$ cat config.mk
export PLATFORM = sky130hd
export DESIGN_NAME = pfx_cell
export DESIGN_NICKNAME = d
export VERILOG_FILES = /design/src/design/pfx_pkg.sv /design/src/design/pfx_cell.sv
export SDC_FILE = /design/constraint.sdc
export NUM_CORES = 1
export LEC_CHECK = 0
export BUFFER_PORTS_ARGS = -buffer_cell sky130_fd_sc_hd__buf_2
export CORE_MARGIN = 2
export CORE_UTILIZATION = 32
export DETAILED_ROUTE_END_ITERATION = 12
export PLACE_DENSITY = 0.66
export SYNTH_ARGS = -nofsm -noshare
export SYNTH_HDL_FRONTEND = slang
export SYNTH_SLANG_ARGS = --single-unit
$ cat constraint.sdc
create_clock -name clk -period 2.2 [get_ports clk]
set_input_delay 0.22 -clock clk [delete_from_list [all_inputs] [get_ports clk]]
set_output_delay 0.22 -clock clk [all_outputs]
set_load 0.02 [all_outputs]
$ cat src/design/pfx_pkg.sv
// Shared types, codes and constants of the postfix expression evaluator.
package pfx_pkg;

  localparam int STACK_DEPTH_DEF = 64;
  localparam int NUM_VARS_DEF    = 26;
  localparam int FRAC_BITS_DEF   = 32;
  localparam int DATA_W          = 64;

  typedef logic [DATA_W-1:0] pfx_word_t;

  localparam pfx_word_t SAT_MAX = 64'h7FFF_FFFF_FFFF_FFFF;
  localparam pfx_word_t SAT_MIN = 64'h8000_0000_0000_0000;

  typedef enum logic [1:0] {
    MODE_LOAD  = 2'd0,
    MODE_PUSH  = 2'd1,
    MODE_APPLY = 2'd2
  } pfx_mode_t;

  typedef enum logic [1:0] {
    OP_ADD = 2'd0,
    OP_SUB = 2'd1,
    OP_MUL = 2'd2,
    OP_DIV = 2'd3
  } pfx_op_t;

  typedef enum logic [1:0] {
    ERR_NONE      = 2'd0,
    ERR_UNDERFLOW = 2'd1,
    ERR_OVERFLOW  = 2'd2,
    ERR_DIV_ZERO  = 2'd3
  } pfx_err_t;

  typedef enum logic [1:0] {
    CELL_HOLD = 2'd0,
    CELL_PUSH = 2'd1,
    CELL_POP  = 2'd2
  } pfx_cell_cmd_t;

  typedef enum logic [1:0] {
    ST_IDLE = 2'd0,
    ST_ALU  = 2'd1,
    ST_EMIT = 2'd2
  } pfx_state_t;

  typedef enum logic [3:0] {
    ALU_IDLE      = 4'd0,
    ALU_ADDSUB    = 4'd1,
    ALU_MUL       = 4'd2,
    ALU_MUL_FIX_A = 4'd3,
    ALU_MUL_FIX_B = 4'd4,
    ALU_MUL_END   = 4'd5,
    ALU_DIV_SETUP = 4'd6,
    ALU_DIV_CHECK = 4'd7,
    ALU_DIV       = 4'd8,
    ALU_DIV_END   = 4'd9,
    ALU_DONE      = 4'd10
  } pfx_alu_state_t;

  typedef struct packed {
    logic done;
    logic div_zero;
  } pfx_alu_stat_t;

endpackage

$ cat src/design/pfx_cell.sv
// One stack cell: holds one entry, takes it from the neighbour above or below.
module pfx_cell (
  input  logic                  clk,
  input  pfx_pkg::pfx_cell_cmd_t cmd,
  input  pfx_pkg::pfx_word_t    prev_data,
  input  pfx_pkg::pfx_word_t    next_data,
  output pfx_pkg::pfx_word_t    data
);

  pfx_pkg::pfx_word_t data_r;
  pfx_pkg::pfx_word_t data_nxt;

  always_comb begin
    case (cmd)
      pfx_pkg::CELL_PUSH: data_nxt = prev_data;
      pfx_pkg::CELL_POP:  data_nxt = next_data;
      default:            data_nxt = data_r;
    endcase
  end

  always_ff @(posedge clk) begin
    data_r <= data_nxt;
  end

  assign data = data_r;

endmodule

== Word-level counts from Yosys, hierarchy flattened ==
Index checks and enable logic that the tools add are counted.

* Register bits after elaboration: 64
* Bits in latches: 0
* RAM bits: 0
* ROM bits: 0
* Input port bits: 131
* Output and inout port bits: 64
* Word-level logic and storage cells: 5
* Memories: 0

* Add/subtract/negate cells: 0
* Multipliers: 0
* Div/mod/pow operators: 0
* Magnitude comparators: 0
* Equal/unequal tests: 2
* Shift-type cells: 0
* Multiplexer cells: 1
* Bitwise gates (word level): 0
* Reductions and logical operators: 1

{| class="wikitable"
|+ Operators by type and width
! operator !! number
|-
| 64-bit case mux with 2 select lines || 1
|-
| 2-bit by 1-bit == test with 1-bit output (second input constant) || 1
|-
| 2-bit == test (second input constant) || 1
|-
| 2-bit nonzero test || 1
|}

== Logic depth before layout (Yosys ltp) ==
Gate-level depths: netlist of the first run.

* Word-level depth: 2
* Gate-level depth with buffers: 5
* Mapped depth without buffers: 3

== Least setup slack after synthesis of the first run ==
No wires, ideal clock.

* Kind: in2reg
* From: input port cmd[0]
* To: register data_r[0] (netlist: data[0]) (enable)
* Setup time: 0.418 ns
* Arrival: 1.775 ns
* Data required time: 1.782 ns
* Path slack: 0.007 ns
* Stages: 3
* Path buffers: 0
* Cells stage by stage: inv_1 ha_1 inv_1

* Longest elaborated chain between the ends: 2
* Elaborated cells on any way between the ends: 3
* Those cells by class: 2 x eq/ne; 1 x reduce/logical

{| class="wikitable"
|+ Ends and longest elaborated chain
! what !! line !! source
|-
| start, declared || pfx_cell.sv:4 || <nowiki>input pfx_pkg::pfx_cell_cmd_t cmd,</nowiki>
|-
| 2-bit == test / 2-bit by 1-bit == test with 1-bit output (equally long branches) || pfx_cell.sv:14 || <nowiki>case (cmd)</nowiki>
|-
| 2-bit nonzero test (no source line) (*) || -- ||
|-
| end signal, assigned || pfx_cell.sv:22 || <nowiki>data_r <= data_nxt;</nowiki>
|-
| end, declared || pfx_cell.sv:10 || <nowiki>pfx_pkg::pfx_word_t data_r;</nowiki>
|}

Mark *: on every way between the ends. The rest lies on a longest branch, timed or not.
A chain may end at the register's enable or synchronous reset.

== Final worst setup path of the first run ==
* From: input port cmd[0]
* To: register data_r[1] (netlist: data[1]) (data pin)

* Longest elaborated chain between the ends: 2
* Elaborated cells on any way between the ends: 3
* Those cells by class: 2 x eq/ne; 1 x mux

{| class="wikitable"
|+ Ends and longest elaborated chain
! what !! line !! source
|-
| 2-bit == test / 2-bit by 1-bit == test with 1-bit output (equally long branches) || pfx_cell.sv:14 ||
|-
| 64-bit case mux with 2 select lines (*) || pfx_cell.sv:14 ||
|-
| named net data_nxt[1] || pfx_cell.sv:11 || <nowiki>pfx_pkg::pfx_word_t data_nxt;</nowiki>
|}

Mark *: on every way through the listed nets, which the timed path passes. The rest lies on a longest branch.

==> results of run 1 <==
==> synthesized netlist by cell type, drive strengths merged <==
cell type	n
edfxtp	64
buf	7
inv	2
mux2	64
ha	1
==> cells by family after synthesis <==
group,count (synthesis)
buffers and inverters,9
multiplexers,64
adder cells (fa/ha/maj),1
flip-flops,64
==> layout make-up <==
class	count	share of cell area, %
clock buffer	11	3.10
clock inverter	5	1.12
inverter	2	0.177
multi-input combinational	65	22.9
sequential	64	45.3
tap	111	3.27
timing repair buffer	198	24.2
==> power by group <==
group	total, W	internal (W)	switching (W)
clock	0.000943	0.000513	0.000430
combinational	0.000762	0.000340	0.000422
sequential	0.00159	0.00155	0.0000411
==> metrics by stage <==
| stage | util [%] | total power (W) | hold WS (ns) | area [um^2] |
|---|---|---|---|---|
| after floorplan | - | 0.00209 | 0.437 | 3020 |
| after global placement | 44.2 | 0.00238 | 0.521 | 4070 |
| after detailed placement | 44.2 | 0.00240 | 0.523 | 4070 |
| after CTS | 46.1 | 0.00336 | 0.162 | 4240 |
| after global routing | 46.1 | 0.00347 | 0.164 | 4240 |
| final | 46.1 | 0.00330 | 0.185 | 4240 |
==> metal layers <==
layer | track usage (%) | vias to the layer above | wire, um
met1 | 14.1 | 901 | 2470
met2 | 20.1 | 117 | 3160
met5 | 0 | - | 0
met4 | 4.99 | 0 | 106
met3 | 5.38 | 12 | 651
li1 | - | 943 | -
==> worst paths after layout <==
path / start / to / depth (start not counted)
worst max-delay path: cmd[0] / data[1] / 5
worst min-delay path: prev_data[29] / data[29] / 2
==> flow_summary.ini, run 1 <==
[status]
status = finished clean

[route]
route.detailed.drc = 0
wl_per_cell_um = 14.0
via_count = 1973
drt_iter0_markers = 40
viasPerCell = 4.33
wl_um = 6380
antenna_left = 0
dr.pass1.iters = 4

[critical_path]
endpoint_kind = flip-flop
worstPathArrival_ns = 1.21
cpMaxStageDelayCell = mux2_2
cp_cell_sequence = buf_2 > inv_1 > ha_4 > buf_12 > mux2_2
slowest_delay_ns = 0.37
path_buf_inv = 3
critPathLaunchType = primary input
crit_fanout = 33
crit_type = primary input to flip-flop
cp.required_ns = 2.28
critPathTopFamily = buffers and inverters

[finish]
final_nets = 472
fillers = 866
final_cell_mix = 194 x buf_2, 64 x edfxtp_1, 60 x mux2_4
fin_cells = 456
largest_reg_flops = 64
seq_area_um2 = 1920
syn2layout_area_growth_pct = 40.6
diodes = 0
multiInputGateArea_um2 = 971
drive_gt1_share_pct = 80.0
final_common_cell = buf_2

[grt]
antenna_found_initial = 0
grt_max_degree = 34
grt_pass1_vias = 1986
overflow = 0
grt_pass1_wl_um = 9490
gr-usage-all-layers_pct = 12.3

[placement]
gp_congestion = 0.699
numPortBuffers = 194
placedCellCount = 440
dp_hpwl_um = 4870
dp_worst_setup_slack_ns = 0.717

[clock_network]
cts_buffers = 9
ctsResizeCount = 0
hold_buffers = 0
clockRootBuffer = clkbuf_8
cts_buffer_depth = 2
cts.sinks = 64
cts.reportedPaths.clkPinSlew_ns = 0.07
postCtsSetupRepairBufs = 0
htreeDepth = 3
tritoncts = done

[power_and_ir_drop]
power.leakage_nw = 1.99
power_density_nw_per_um2 = 777
peakVddDrop_uv = 355

[synthesis]
yosys-mux-area-fraction_pct = 31.3
yosysWarnings = 0
synth_top_family_by_area = multiplexers
ys_ff_latch = 64
netlist_area_um2 = 3020
syn_avg_cell_area_um2 = 21.9
synthTopCellsByArea = edfxtp_1 64%, mux2_4 30%, buf_12 4.0%
postSynthNetCount = 270
yosys.area.top_type = edfxtp_1
syn-instance-count = 138
synth_xor_xnor_area_share_pct = 0
synth_compound_area_share_pct = 0
synth.yosys.seq_area_share_pct = 63.7
post_synth_num_cell_types = 7
yosys.area_share.adder_pct = 0.414
synth_top_area_share_pct = 63.7
yosys.area_share.simple_pct = 0

[timing]
max_clock_freq_ghz = 0.881
finalSetupTns_ns = 0
setup_ws_ns = 1.07
period_share_pct = 51.6
worstMarginPinSlew_ns = 0.436
rsz0062_at_grt = false
slew_violations = 0
finalCriticalPeriod_ns = 1.13
final-setup-viol-count = 0
hold_viol = 0
maxSlewHeadroom_pct = 70.9

[die]
die_h_um = 101
die_area_um2 = 10200
rows = 35
die_w_um = 101
io-pin-count = 195
core_um2 = 9200
start_util_pct = 32.8

[worst_hold_path]
hold_path_class = primary input to flip-flop

[flow_run]
cap_violations = 0
Power figures use the tool's default switching activity.
==> run 2: changes to the inputs <==
--- a/config.mk
+++ b/config.mk
@@ -9,7 +9,6 @@
 export CORE_MARGIN = 2
 export CORE_UTILIZATION = 32
 export DETAILED_ROUTE_END_ITERATION = 12
-export PLACE_DENSITY = 0.66
 export SYNTH_ARGS = -nofsm -noshare
 export SYNTH_HDL_FRONTEND = slang
 export SYNTH_SLANG_ARGS = --single-unit
==> constraint.sdc (replaced) <==
create_clock -name clk -period 1.2 [get_ports clk]
set_input_delay 0.12 -clock clk [delete_from_list [all_inputs] [get_ports clk]]
set_output_delay 0.12 -clock clk [all_outputs]
set_load 0.02 [all_outputs]
==> flow_summary.ini, run 2 (synthesis gave the netlist of run 1 again) <==
[status]
status = finished clean

[critical_path]
crit_type = flip-flop to output pin
path_buf_inv = 1
cpMaxStageDelayCell = edfxtp_1
crit_fanout = 1
worstPathArrival_ns = 0.90
cp.required_ns = 1.08
critPathTopFamily = flip-flops
endpoint_kind = output pin
cp_cell_sequence = buf_2
slowest_delay_ns = 0.39
critPathLaunchType = flip-flop

[finish]
fin_util_pct = 47.1
diodes = 0
syn2layout_area_growth_pct = 43.3
fillers = 848
drive_gt1_share_pct = 80.7
final_cell_mix = 194 x buf_2, 64 x edfxtp_1, 60 x mux2_4
final_common_cell = buf_2
largest_reg_flops = 64
final_nets = 474

[clock_network]
hold_buffers = 0
cts_buffers = 9
htreeDepth = 3
cts.reportedPaths.clkPinSlew_ns = 0.07
postCtsSetupRepairBufs = 0
cts.sinks = 64
tritoncts = done
clockRootBuffer = clkbuf_8
cts_buffer_depth = 2
ctsResizeCount = 0

[worst_hold_path]
hold_depth = 2
hold_start = next_data[40]
holdPathEnd = data[40]
hold_path_class = primary input to flip-flop

[grt]
grt_max_degree = 31
grt_pass1_vias = 2037
grt_pass1_wl_um = 10300
antenna_found_initial = 0
overflow = 0
gr-usage-all-layers_pct = 13.6

[route]
via_count = 1982
antenna_left = 0
route.detailed.drc = 0
viasPerCell = 4.33
wl_um = 7010
drt_iter0_markers = 101
wl_per_cell_um = 15.3
dr.pass1.iters = 4

[power_and_ir_drop]
power.leakage_nw = 2.02
power_density_nw_per_um2 = 1460
peakVddDrop_uv = 517
fin_total_pwr_w = 0.00634

[die]
rows = 35
die_area_um2 = 10200
start_util_pct = 32.8
die_w_um = 101
io-pin-count = 195
core_um2 = 9200
die_h_um = 101

[timing]
slew_violations = 0
rsz0062_at_grt = false
max_clock_freq_ghz = 0.984
final-setup-viol-count = 0
finalCriticalPeriod_ns = 1.02
maxSlewHeadroom_pct = 84.3
setup_ws_ns = 0.184
finalSetupTns_ns = 0
worstMarginPinSlew_ns = 0.235
period_share_pct = 84.7
hold_viol = 0

[placement]
numPortBuffers = 194
dp_hpwl_um = 5540
gp_congestion = 0.824
dp_worst_setup_slack_ns = -0.113

[flow_run]
cap_violations = 0
-- run 2: area by class of cell --
cell class / count / area [um^2] / area share, %
Sequential cell: 64 / 1920 / 44.4
Timing Repair Buffer: 200 / 1070 / 24.6
Multi-Input combinational cell: 65 / 971 / 22.4
Tap cell: 111 / 139 / 3.21
Clock buffer: 10 / 128 / 2.95
Clock inverter: 6 / 83.8 / 1.94
Inverter: 2 / 18.8 / 0.434
-- run 2: routing by layer --
metal | GRT usage, % | vias up | part of all wire (%)
li1 | - | 945 | -
met2 | 23.7 | 78 | 56
met5 | 0 | - | 0
met3 | 4.21 | 13 | 5.7
met1 | 15.0 | 946 | 36
met4 | 6.65 | 0 | 2.3
-- run 2: power by group --
| group | switching (W) | internal [W] |
|---|---|---|
| Combinational | 0.000788 | 0.000651 |
| Clock | 0.000824 | 0.00116 |
| Sequential | 0.0000743 | 0.00284 |
| Total | 0.00169 | 0.00465 |
-- run 2: how the worst max path moves through the flow --
stage,cells past startpoint,startpoint,endpoint,slack [ns]
after floorplan,3,cmd[0],data[0],-0.48
after detailed placement,5,cmd[0],data[63],-0.11
after CTS,1,data[45],data[45],0.15
final,1,data[2],data[2],0.18
after global placement,5,cmd[0],data[1],-0.09
after global routing,1,data[2],data[2],0.13
-- run 2: stage by stage --
stage	area (um^2)	instances	hold WS (ns)
floorplan	3040	138	0.337
global placement	4120	442	0.420
detailed placement	4120	442	0.423
CTS	4330	458	0.0606
global route	4330	458	0.0562
finish	4330	458	0.0822
