**config.mk**
```make
export PLATFORM = sky130hd
export DESIGN_NAME = pfx_alu
export DESIGN_NICKNAME = d
export VERILOG_FILES = /design/src/design/pfx_pkg.sv /design/src/design/pfx_alu.sv
export SDC_FILE = /design/constraint.sdc
export NUM_CORES = 2
export LEC_CHECK = 0
export BUFFER_PORTS_ARGS = -buffer_cell sky130_fd_sc_hd__buf_2
export CAP_MARGIN = 20
export CORE_ASPECT_RATIO = 0.8
export CORE_UTILIZATION = 30
export CTS_BUF_LIST = sky130_fd_sc_hd__clkbuf_8
export DETAILED_ROUTE_END_ITERATION = 16
export GPL_ROUTABILITY_DRIVEN = 0
export SLEW_MARGIN = 0
export SYNTH_ARGS = -nofsm -noshare
export SYNTH_HDL_FRONTEND = slang
export SYNTH_SLANG_ARGS = --single-unit
```
**constraint.sdc**
```tcl
create_clock -name clk -period 9.2 [get_ports clk]
set_input_delay 1.38 -clock clk [delete_from_list [all_inputs] [get_ports clk]]
set_output_delay 1.38 -clock clk [all_outputs]
set_load 0.01 [all_outputs]
```
**src/design/pfx_pkg.sv**
```systemverilog
// Shared types, codes and constants of the postfix expression evaluator.
package pfx_pkg;

  localparam int STACK_DEPTH_DEF = 64;
  localparam int NUM_VARS_DEF    = 26;
  localparam int FRAC_BITS_DEF   = 32;
  localparam int DATA_W          = 64;

  typedef logic [DATA_W-1:0] pfx_word_t;

  localparam pfx_word_t SAT_MAX = 64'h7FFF_FFFF_FFFF_FFFF;
  localparam pfx_word_t SAT_MIN = 64'h8000_0000_0000_0000;

  typedef enum logic [1:0] {
    MODE_LOAD  = 2'd0,
    MODE_PUSH  = 2'd1,
    MODE_APPLY = 2'd2
  } pfx_mode_t;

  typedef enum logic [1:0] {
    OP_ADD = 2'd0,
    OP_SUB = 2'd1,
    OP_MUL = 2'd2,
    OP_DIV = 2'd3
  } pfx_op_t;

  typedef enum logic [1:0] {
    ERR_NONE      = 2'd0,
    ERR_UNDERFLOW = 2'd1,
    ERR_OVERFLOW  = 2'd2,
    ERR_DIV_ZERO  = 2'd3
  } pfx_err_t;

  typedef enum logic [1:0] {
    CELL_HOLD = 2'd0,
    CELL_PUSH = 2'd1,
    CELL_POP  = 2'd2
  } pfx_cell_cmd_t;

  typedef enum logic [1:0] {
    ST_IDLE = 2'd0,
    ST_ALU  = 2'd1,
    ST_EMIT = 2'd2
  } pfx_state_t;

  typedef enum logic [3:0] {
    ALU_IDLE      = 4'd0,
    ALU_ADDSUB    = 4'd1,
    ALU_MUL       = 4'd2,
    ALU_MUL_FIX_A = 4'd3,
    ALU_MUL_FIX_B = 4'd4,
    ALU_MUL_END   = 4'd5,
    ALU_DIV_SETUP = 4'd6,
    ALU_DIV_CHECK = 4'd7,
    ALU_DIV       = 4'd8,
    ALU_DIV_END   = 4'd9,
    ALU_DONE      = 4'd10
  } pfx_alu_state_t;

  typedef struct packed {
    logic done;
    logic div_zero;
  } pfx_alu_stat_t;

endpackage

```
**src/design/pfx_alu.sv**
```systemverilog
// Multi-cycle fixed-point unit: saturating add/subtract, multiply, divide.
module pfx_alu #(
  parameter int FRAC_BITS = pfx_pkg::FRAC_BITS_DEF
) (
  input  logic                  clk,
  input  logic                  rst_n,
  input  logic                  start,
  input  pfx_pkg::pfx_op_t      op,
  input  pfx_pkg::pfx_word_t    opa,
  input  pfx_pkg::pfx_word_t    opb,
  output pfx_pkg::pfx_word_t    result,
  output pfx_pkg::pfx_alu_stat_t stat
);

  localparam int W         = pfx_pkg::DATA_W;
  localparam int HI_SH     = W - FRAC_BITS;
  localparam int DIV_STEPS = W;
  localparam int CNT_W     = $clog2(DIV_STEPS);

  pfx_pkg::pfx_alu_state_t state_r, state_nxt;

  pfx_pkg::pfx_word_t a_r, b_r, res_r, rem_r, sh_r, q_r, d_r, pp_r;
  pfx_pkg::pfx_op_t   op_r;
  logic [2*W-1:0]     acc_r;
  logic [1:0]         pp_sh_r;
  logic               pp_v_r;
  logic [2:0]         mcnt_r;
  logic [CNT_W-1:0]   cnt_r;
  logic               neg_r, big_r, dz_r;

  function automatic pfx_pkg::pfx_word_t sat_add(pfx_pkg::pfx_word_t a,
                                                 pfx_pkg::pfx_word_t b);
    pfx_pkg::pfx_word_t r;
    r = a + b;
    if ((a[W-1] == b[W-1]) && (r[W-1] != a[W-1]))
      r = a[W-1] ? pfx_pkg::SAT_MIN : pfx_pkg::SAT_MAX;
    return r;
  endfunction

  function automatic pfx_pkg::pfx_word_t sat_sub(pfx_pkg::pfx_word_t a,
                                                 pfx_pkg::pfx_word_t b);
    pfx_pkg::pfx_word_t r;
    r = a - b;
    if ((a[W-1] != b[W-1]) && (r[W-1] != a[W-1]))
      r = a[W-1] ? pfx_pkg::SAT_MIN : pfx_pkg::SAT_MAX;
    return r;
  endfunction

  // Datapath terms
  logic [31:0]         mul_x, mul_y;
  logic [W-1:0]        mul_p;
  logic [2*W-1:0]      pp_shifted;
  logic [2*W-1:0]      acc_shr, acc_top;
  logic                mul_ovf;
  pfx_pkg::pfx_word_t  mul_res, addsub_res, mag_a, mag_b, nhi, nlo, div_res;
  logic [W:0]          div_t, div_diff;
  logic                div_ge;

  always_comb begin
    mul_x      = mcnt_r[1] ? a_r[W-1:32] : a_r[31:0];
    mul_y      = mcnt_r[0] ? b_r[W-1:32] : b_r[31:0];
    mul_p      = mul_x * mul_y;
    pp_shifted = {{W{1'b0}}, pp_r} << {pp_sh_r, 5'd0};

    acc_shr = $signed(acc_r) >>> FRAC_BITS;
    acc_top = $signed(acc_r) >>> (FRAC_BITS + W - 1);
    mul_ovf = !((acc_top == '0) || (acc_top == '1));
    mul_res = mul_ovf ? (acc_r[2*W-1] ? pfx_pkg::SAT_MIN : pfx_pkg::SAT_MAX)
                      : acc_shr[W-1:0];

    addsub_res = (op_r == pfx_pkg::OP_SUB) ? sat_sub(a_r, b_r) : sat_add(a_r, b_r);

    mag_a = a_r[W-1] ? (~a_r + 1'b1) : a_r;
    mag_b = b_r[W-1] ? (~b_r + 1'b1) : b_r;
    nhi   = sh_r >> HI_SH;
    nlo   = sh_r << FRAC_BITS;

    // one restoring step: shift in the next dividend bit, subtract if it fits
    div_t    = {rem_r, sh_r[W-1]};
    div_diff = div_t - {1'b0, d_r};
    div_ge   = ~div_diff[W];

    if (neg_r)
      div_res = (big_r || (q_r > pfx_pkg::SAT_MIN)) ? pfx_pkg::SAT_MIN : (~q_r + 1'b1);
    else
      div_res = (big_r || q_r[W-1]) ? pfx_pkg::SAT_MAX : q_r;
  end

  // Next state
  always_comb begin
    state_nxt = state_r;
    case (state_r)
      pfx_pkg::ALU_IDLE: begin
        if (start) begin
          case (op)
            pfx_pkg::OP_MUL: state_nxt = pfx_pkg::ALU_MUL;
            pfx_pkg::OP_DIV: state_nxt = pfx_pkg::ALU_DIV_SETUP;
            default:         state_nxt = pfx_pkg::ALU_ADDSUB;
          endcase
        end
      end
      pfx_pkg::ALU_ADDSUB:    state_nxt = pfx_pkg::ALU_DONE;
      pfx_pkg::ALU_MUL:       if (mcnt_r == 3'd4) state_nxt = pfx_pkg::ALU_MUL_FIX_A;
      pfx_pkg::ALU_MUL_FIX_A: state_nxt = pfx_pkg::ALU_MUL_FIX_B;
      pfx_pkg::ALU_MUL_FIX_B: state_nxt = pfx_pkg::ALU_MUL_END;
      pfx_pkg::ALU_MUL_END:   state_nxt = pfx_pkg::ALU_DONE;
      pfx_pkg::ALU_DIV_SETUP: state_nxt = (b_r == '0) ? pfx_pkg::ALU_DONE
                                                      : pfx_pkg::ALU_DIV_CHECK;
      pfx_pkg::ALU_DIV_CHECK: state_nxt = (nhi >= d_r) ? pfx_pkg::ALU_DIV_END
                                                       : pfx_pkg::ALU_DIV;
      pfx_pkg::ALU_DIV:       if (cnt_r == CNT_W'(DIV_STEPS - 1))
                                state_nxt = pfx_pkg::ALU_DIV_END;
      pfx_pkg::ALU_DIV_END:   state_nxt = pfx_pkg::ALU_DONE;
      pfx_pkg::ALU_DONE:      state_nxt = pfx_pkg::ALU_IDLE;
      default:                state_nxt = pfx_pkg::ALU_IDLE;
    endcase
  end

  always_ff @(posedge clk) begin
    if (!rst_n) begin
      state_r <= pfx_pkg::ALU_IDLE;
    end else begin
      state_r <= state_nxt;
    end
  end

  // Operand and iteration registers
  always_ff @(posedge clk) begin
    case (state_r)
      pfx_pkg::ALU_IDLE: begin
        if (start) begin
          a_r    <= opa;
          b_r    <= opb;
          op_r   <= op;
          acc_r  <= '0;
          mcnt_r <= '0;
          pp_v_r <= 1'b0;
          dz_r   <= 1'b0;
        end
      end
      pfx_pkg::ALU_ADDSUB: res_r <= addsub_res;
      pfx_pkg::ALU_MUL: begin
        pp_r    <= mul_p;
        pp_sh_r <= {1'b0, mcnt_r[1]} + {1'b0, mcnt_r[0]};
        pp_v_r  <= (mcnt_r != 3'd4);
        mcnt_r  <= mcnt_r + 3'd1;
        if (pp_v_r)
          acc_r <= acc_r + pp_shifted;
      end
      pfx_pkg::ALU_MUL_FIX_A: if (a_r[W-1]) acc_r[2*W-1:W] <= acc_r[2*W-1:W] - b_r;
      pfx_pkg::ALU_MUL_FIX_B: if (b_r[W-1]) acc_r[2*W-1:W] <= acc_r[2*W-1:W] - a_r;
      pfx_pkg::ALU_MUL_END:   res_r <= mul_res;
      pfx_pkg::ALU_DIV_SETUP: begin
        if (b_r == '0) begin
          dz_r  <= 1'b1;
          res_r <= (a_r == '0) ? '0 : (a_r[W-1] ? pfx_pkg::SAT_MIN : pfx_pkg::SAT_MAX);
        end
        sh_r  <= mag_a;
        d_r   <= mag_b;
        neg_r <= a_r[W-1] ^ b_r[W-1];
      end
      pfx_pkg::ALU_DIV_CHECK: begin
        big_r <= (nhi >= d_r);
        rem_r <= nhi;
        sh_r  <= nlo;
        q_r   <= '0;
        cnt_r <= '0;
      end
      pfx_pkg::ALU_DIV: begin
        rem_r <= div_ge ? div_diff[W-1:0] : div_t[W-1:0];
        q_r   <= {q_r[W-2:0], div_ge};
        sh_r  <= {sh_r[W-2:0], 1'b0};
        cnt_r <= cnt_r + 1'b1;
      end
      pfx_pkg::ALU_DIV_END: res_r <= div_res;
      default: ;
    endcase
  end

  // Outputs
  always_comb begin
    stat.done     = (state_r == pfx_pkg::ALU_DONE);
    stat.div_zero = dz_r;
    result        = res_r;
  end

endmodule

```
---- After elaboration in Yosys (flattened, before gate mapping) ----
Cells that the tools add are included.
word-level totals
  bits in registers ....................... 661
  input port bits ......................... 133
  output and inout bits ................... 66
  logic and storage cells ................. 132
operators by class
  $add $sub $neg .......................... 12
  multiply operators ...................... 1
  order comparisons ....................... 2
  equality and inequality tests ........... 28
  shift operators ......................... 1
  multiplexer cells ....................... 40
  bitwise gates (word level) .............. 5
  reductions and logical operators ........ 23
operator list
  operator                                                          number
  64-bit two-way mux                                                15
  64-bit case mux with 4 select lines                               2
  64-bit case mux with 2 select lines                               3
  128-bit two-way mux                                               2
  64-bit by 1-bit adder with 64-bit output (second input constant)  3
  64-bit inverter                                                   3
  64-bit case mux with 3 select lines                               1
  64-bit subtractor                                                 3
  128-bit adder                                                     1
  128-bit == test (second input constant)                           1
  128-bit zero test                                                 1
  64-bit zero test                                                  2
  64-bit by 7-bit << shifter with 128-bit output                    1
  65-bit by 64-bit subtractor with 65-bit output                    1
  64-bit adder                                                      1
  32-bit by 64-bit greater-or-equal comparator with 1-bit output    1
  64-bit > comparator (second input constant)                       1
  32-bit by 32-bit multiplier with 64-bit output                    1
  32-bit two-way mux                                                2
  63-bit two-way mux                                                1
  4-bit case mux with 8 select lines                                1
  4-bit by 3-bit == test with 1-bit output (second input constant)  4
  4-bit two-way mux                                                 4
  2-bit inequality test (second input constant)                     7
  30 further kinds                                                  50

---- Longest topological paths before layout ----
  word-level depth ........................ 6
  gate-level depth with buffers ........... 34
  depth with buffers taken out ............ 31

---- Least setup slack after synthesis ----
No wires, ideal clock.
  path kind ............................... reg2reg
  from .................................... register mcnt_r[1]
  to ...................................... register pp_r[62] (data pin)
  setup time .............................. 0.259 ns
  data arrival time ....................... 8.814 ns
  required time ........................... 8.941 ns
  path slack .............................. 0.126 ns
  stages on the path, launching flop included .. 32
  buffers on the path ..................... 3
  clock period less this slack ............ 9.074 ns
  cell sequence ........................... edfxtp_1 > clkbuf_1 > buf_1 > mux2i_1 > clkbuf_1 > nor2_1 > fa_1 > inv_1 > fa_1 > fa_1 > fa_1 > inv_1 > fa_1 > inv_1 > fa_1 > inv_1 > fa_1 > inv_1 > fa_1 > inv_1 > ha_1 > and3_1 > nand2_1 > or4_1 > a21oi_1 > o31ai_1 > a21o_1 > a2111oi_0 > nor3_1 > o21ai_0 > a41oi_1 > xnor2_1
on the way
  word-level cells in the longest chain between the ends .. 2
ends and longest elaborated chain
  element                                         line            source
  from (decl)                                     pfx_alu.sv:27   logic [2:0] mcnt_r;
  from (signal assigned)                          pfx_alu.sv:146  mcnt_r <= mcnt_r + 3'd1;
  32-bit two-way mux                              pfx_alu.sv:60   mul_x = mcnt_r[1] ? a_r[W-1:32] : a_r[31:0];
  32-bit by 32-bit multiplier with 64-bit output  pfx_alu.sv:62   mul_p = mul_x * mul_y;
  net mul_p[62]                                   pfx_alu.sv:51   logic [W-1:0] mul_p;
  to (signal assigned)                            pfx_alu.sv:143  pp_r <= mul_p;
  to (decl)                                       pfx_alu.sv:22   pfx_pkg::pfx_word_t a_r, b_r, res_r, rem_r, sh_r, q_r, d_r, pp_r;
The timed path passes the listed nets, and every way through them passes these cells.
A chain may end at the register's enable or synchronous reset.

---- Worst setup path after layout ----
  from .................................... register mcnt_r[0]
  to ...................................... register pp_r[61] (data pin)
on the way
  word-level cells in the longest chain between the ends .. 2
ends and longest elaborated chain
  element                                         line           source
  32-bit two-way mux                              pfx_alu.sv:61  mul_y = mcnt_r[0] ? b_r[W-1:32] : b_r[31:0];
  32-bit by 32-bit multiplier with 64-bit output  pfx_alu.sv:62
  net mul_p[61]                                   pfx_alu.sv:51
The timed path passes the listed nets, and every way through them passes these cells.

==> impl_results.md <==
- R2R depth: 28
- Sinks on Clock Net: 661
- Half-perimeter wire length after placement: 313 mm
- Final standard cell area without fillers: 99300 sq um
- Max Fclk: 112 MHz
- Post-route core utilization: 0.336
- Clock tree from TritonCTS: done
- First-pass GRT wire length: 546 mm
- Synthesized Nets: 12100
- Period Utilization, post-route: 0.973
- Post-synth ARST share: 0
- Clock Root Buffer: sky130_fd_sc_hd__clkbuf_8
- Final number of max-transition violations: 0
- Most used DFF post-synth: sky130_fd_sc_hd__edfxtp_1
- Hold violation count in the final report: 0
- Cell Area, Synth: 89400 sq um
- Crit Reg-Reg Endpoint: pp_r[61]
- Worst Max-Slew Pin Slew: 1240 ps
- Startpoint type of the worst setup path: flop
- Unrepaired setup endpoints after global routing: yes
- Setup skew after layout: 83.3 ps
- Flip-flop and latch count after synthesis: 661
- Share of cells above drive strength 1: 0.0885
- Initial core utilization: 0.303
- Global route overflow: 0
- Count of buffers from port buffering: 198
- Avg Vias per Cell: 5.70
- Worst Setup End Kind: flop
- Sequential element share of the synthesized area: 0.222
- CTS H-tree depth: 4
- Standard-cell row count: 178
- Vias in the first global route: 77700
- Setup violation total in the final timing report: 0
- Leading cell types by total area after synthesis: sky130_fd_sc_hd__edfxtp_1 22%, sky130_fd_sc_hd__fa_1 20%, sky130_fd_sc_hd__ha_1 9.5%
- Chip height: 490 um
- Smallest hold slack: 549 ps
- CTS clk-pin slew, worst paths: 90 ps
- Setup Crit Path Kind: flop to flop
- Final layout net count: 12200
- DRC: 0
- CP peak stage delay: 610 ps
- Number of primary I/O pins: 199
- Largest net degree at the start of global routing: 87
- Critical Path Slowest Stage Cell: sky130_fd_sc_hd__fa_1
- Setup crit start: mcnt_r[0]
- Type of the most critical hold path: flop to flop
- Yosys Warn Count: 0
- Antenna violations before repair: 27
- Critical path endpoint: pp_r[61]
- Share of Yosys cell area claimed by the top area cell type: 0.221
- Mean routed wirelength per cell: 26.3 um
- EDFF count, synth: 657
- Synthesized area per cell: 8.61 sq um
- Total core area: 295000 sq um
- Crit path DAT: 9600 ps
- Post-synthesis to final-layout area growth: 11.1%
- Minimum period implied by the final worst setup slack: 8950 ps
- Endpoint required time on the critical path: 9850 ps
- Number of violations of the max-capacitance limit: 0
- Total number of vias: 83300
- Clock buffers created by TritonCTS: 132
- Initial detailed-routing violation count: 12200
- GRT Resource Usage Total: 0.248
- Number of different library cells in the post-synthesis netlist: 86
- Die Width: 612 um
- Bufs on Longest Clock Path: 3
- Worst-skew pair later-pin latency: 960 ps
- Cell area after placement: 96500 sq um
- CP most frequent cell: sky130_fd_sc_hd__fa_1
- Pre-Repair DR Iteration Count: 9
- Floorplan die area: 300000 sq um
- Most common cell in the synthesized netlist: sky130_fd_sc_hd__nor2_1
- Cell accounting for the most synthesized area: sky130_fd_sc_hd__edfxtp_1
- Worst slew margin relative to its limit: 0.173
- Detailed-route wire length: 384 mm
- Cell count after synthesis: 10400
- Most frequent cells after synthesis: 1164 x sky130_fd_sc_hd__nor2_1, 1144 x sky130_fd_sc_hd__inv_1, 1020 x sky130_fd_sc_hd__nand2_1
- R2R Setup Slk: 250 ps
- Post-detailed-route count of antenna-violating nets: 0
- CP max FO: 38
- Status: finished clean
- Worst reg2reg path startpoint: mcnt_r[0]
==> kinds of logic (layout without fill, tap and decap cells) <==
family / count (synthesis) / count (layout) / synth area share
flip-flops: 661 / 661 / 0.222
adder cells (fa/ha/maj): 1584 / 1584 / 0.297
other: 0 / 19 / 0
buffers and inverters: 1702 / 1957 / 0.0717
AND/OR/NAND/NOR: 3232 / 3232 / 0.163
AO/OA/AOI/OAI: 2508 / 2508 / 0.175
XOR/XNOR: 528 / 528 / 0.0517
multiplexers: 163 / 163 / 0.0187
==> what timing repair did <==
item | in CTS | in global routing
hold buffers | 0 | 0
endpoints found under the setup margin | 1 | 10
setup buffers | 0 | 2
resized for setup | 1 | 25
==> worst min path at each step <==
stage | start | endpoint | slack [ps] | cells past startpoint
2_1_floorplan | sh_r[9] | sh_r[10] | 520 | 2
3_3_place_gp | sh_r[11] | sh_r[12] | 550 | 2
3_5_place_dp | sh_r[12] | sh_r[13] | 550 | 2
4_1_cts | opa[14] | a_r[14] | 530 | 1
5_1_grt | opb[26] | b_r[26] | 550 | 1
6_report | sh_r[14] | sh_r[15] | 550 | 2
==> final cells by class <==
class,count,area (sq um)
clock buffers,133,1830
multi-input cells,8015,63600
flip-flops and latches,661,19800
fillers,30700,196000
repair buffers,570,4000
inverters,1152,4330
clock inverters,102,714
well taps,3960,4950
diodes,19,47.5
==> layer usage <==
layer / routed length (um) / part of all wire / GRT usage / up-vias
met1: 152000 / 0.40 / 0.333 / 40600
li1: - / - / - / 36100
met5: 605 / 0.0016 / 0.00990 / -
met4: 21400 / 0.056 / 0.114 / 22
met2: 149000 / 0.39 / 0.332 / 5645
met3: 60600 / 0.16 / 0.114 / 934
==> flip-flops by register name, summed over array words and instances, names as in the netlist, 2 cells and up <==
signal / flops
state_r: 4
mcnt_r: 3
result: 64
pp_sh_r: 2
sh_r: 64
acc_r: 128
cnt_r: 6
rem_r: 64
q_r: 64
d_r: 64
op_r: 2
pp_r: 64
b_r: 64
a_r: 64
==> critical path, delay by kind of cell, from the launching register on <==
kind	cells	cell delay, ps
AO/OA/AOI/OAI	11	2590
XOR/XNOR	1	160
adder cells (fa/ha/maj)	9	4340
buffers and inverters	5	880
flip-flops	1	460
AND/OR/NAND/NOR	2	200
==> through the flow <==
| stage | setup TNS [ps] | std cells | setup WS, ps |
|---|---|---|---|
| 2_1_floorplan | 0 | 10400 | 126 |
| 3_3_place_gp | 0 | 14400 | 114 |
| 3_5_place_dp | 0 | 14400 | 48.5 |
| 4_1_cts | 0 | 14600 | 126 |
| 5_1_grt | -17.8 | 14600 | -17.8 |
| 6_report | 0 | 14600 | 252 |
==> placed cells by master (no fill, tap or decap), drive strengths merged, types with 42 or more instances in the layout <==
cell type / Yosys / layout
nand4: 170 / 170
a211oi: 42 / 42
fa: 902 / 902
or3: 49 / 49
nand3: 168 / 168
mux2i: 130 / 130
nor2: 1165 / 1165
nor4: 77 / 77
clkinv: 8 / 55
o21a: 53 / 53
clkbuf: 508 / 134
o211ai: 68 / 68
xnor2: 333 / 333
o21ai: 648 / 648
and3: 112 / 112
and2: 58 / 58
xor2: 195 / 195
o31ai: 91 / 91
a21oi: 723 / 723
edfxtp: 657 / 657
o21bai: 115 / 115
ha: 681 / 681
a21boi: 71 / 71
nand2b: 69 / 69
nor3: 119 / 119
nor2b: 97 / 97
inv: 1144 / 1192
a21o: 225 / 225
nand2: 1020 / 1020
a31oi: 88 / 88
buf: 42 / 569
o22ai: 54 / 54
Power is not shown: default switching activity piles up to over one toggle a cycle in this logic, so the estimate is an artifact.
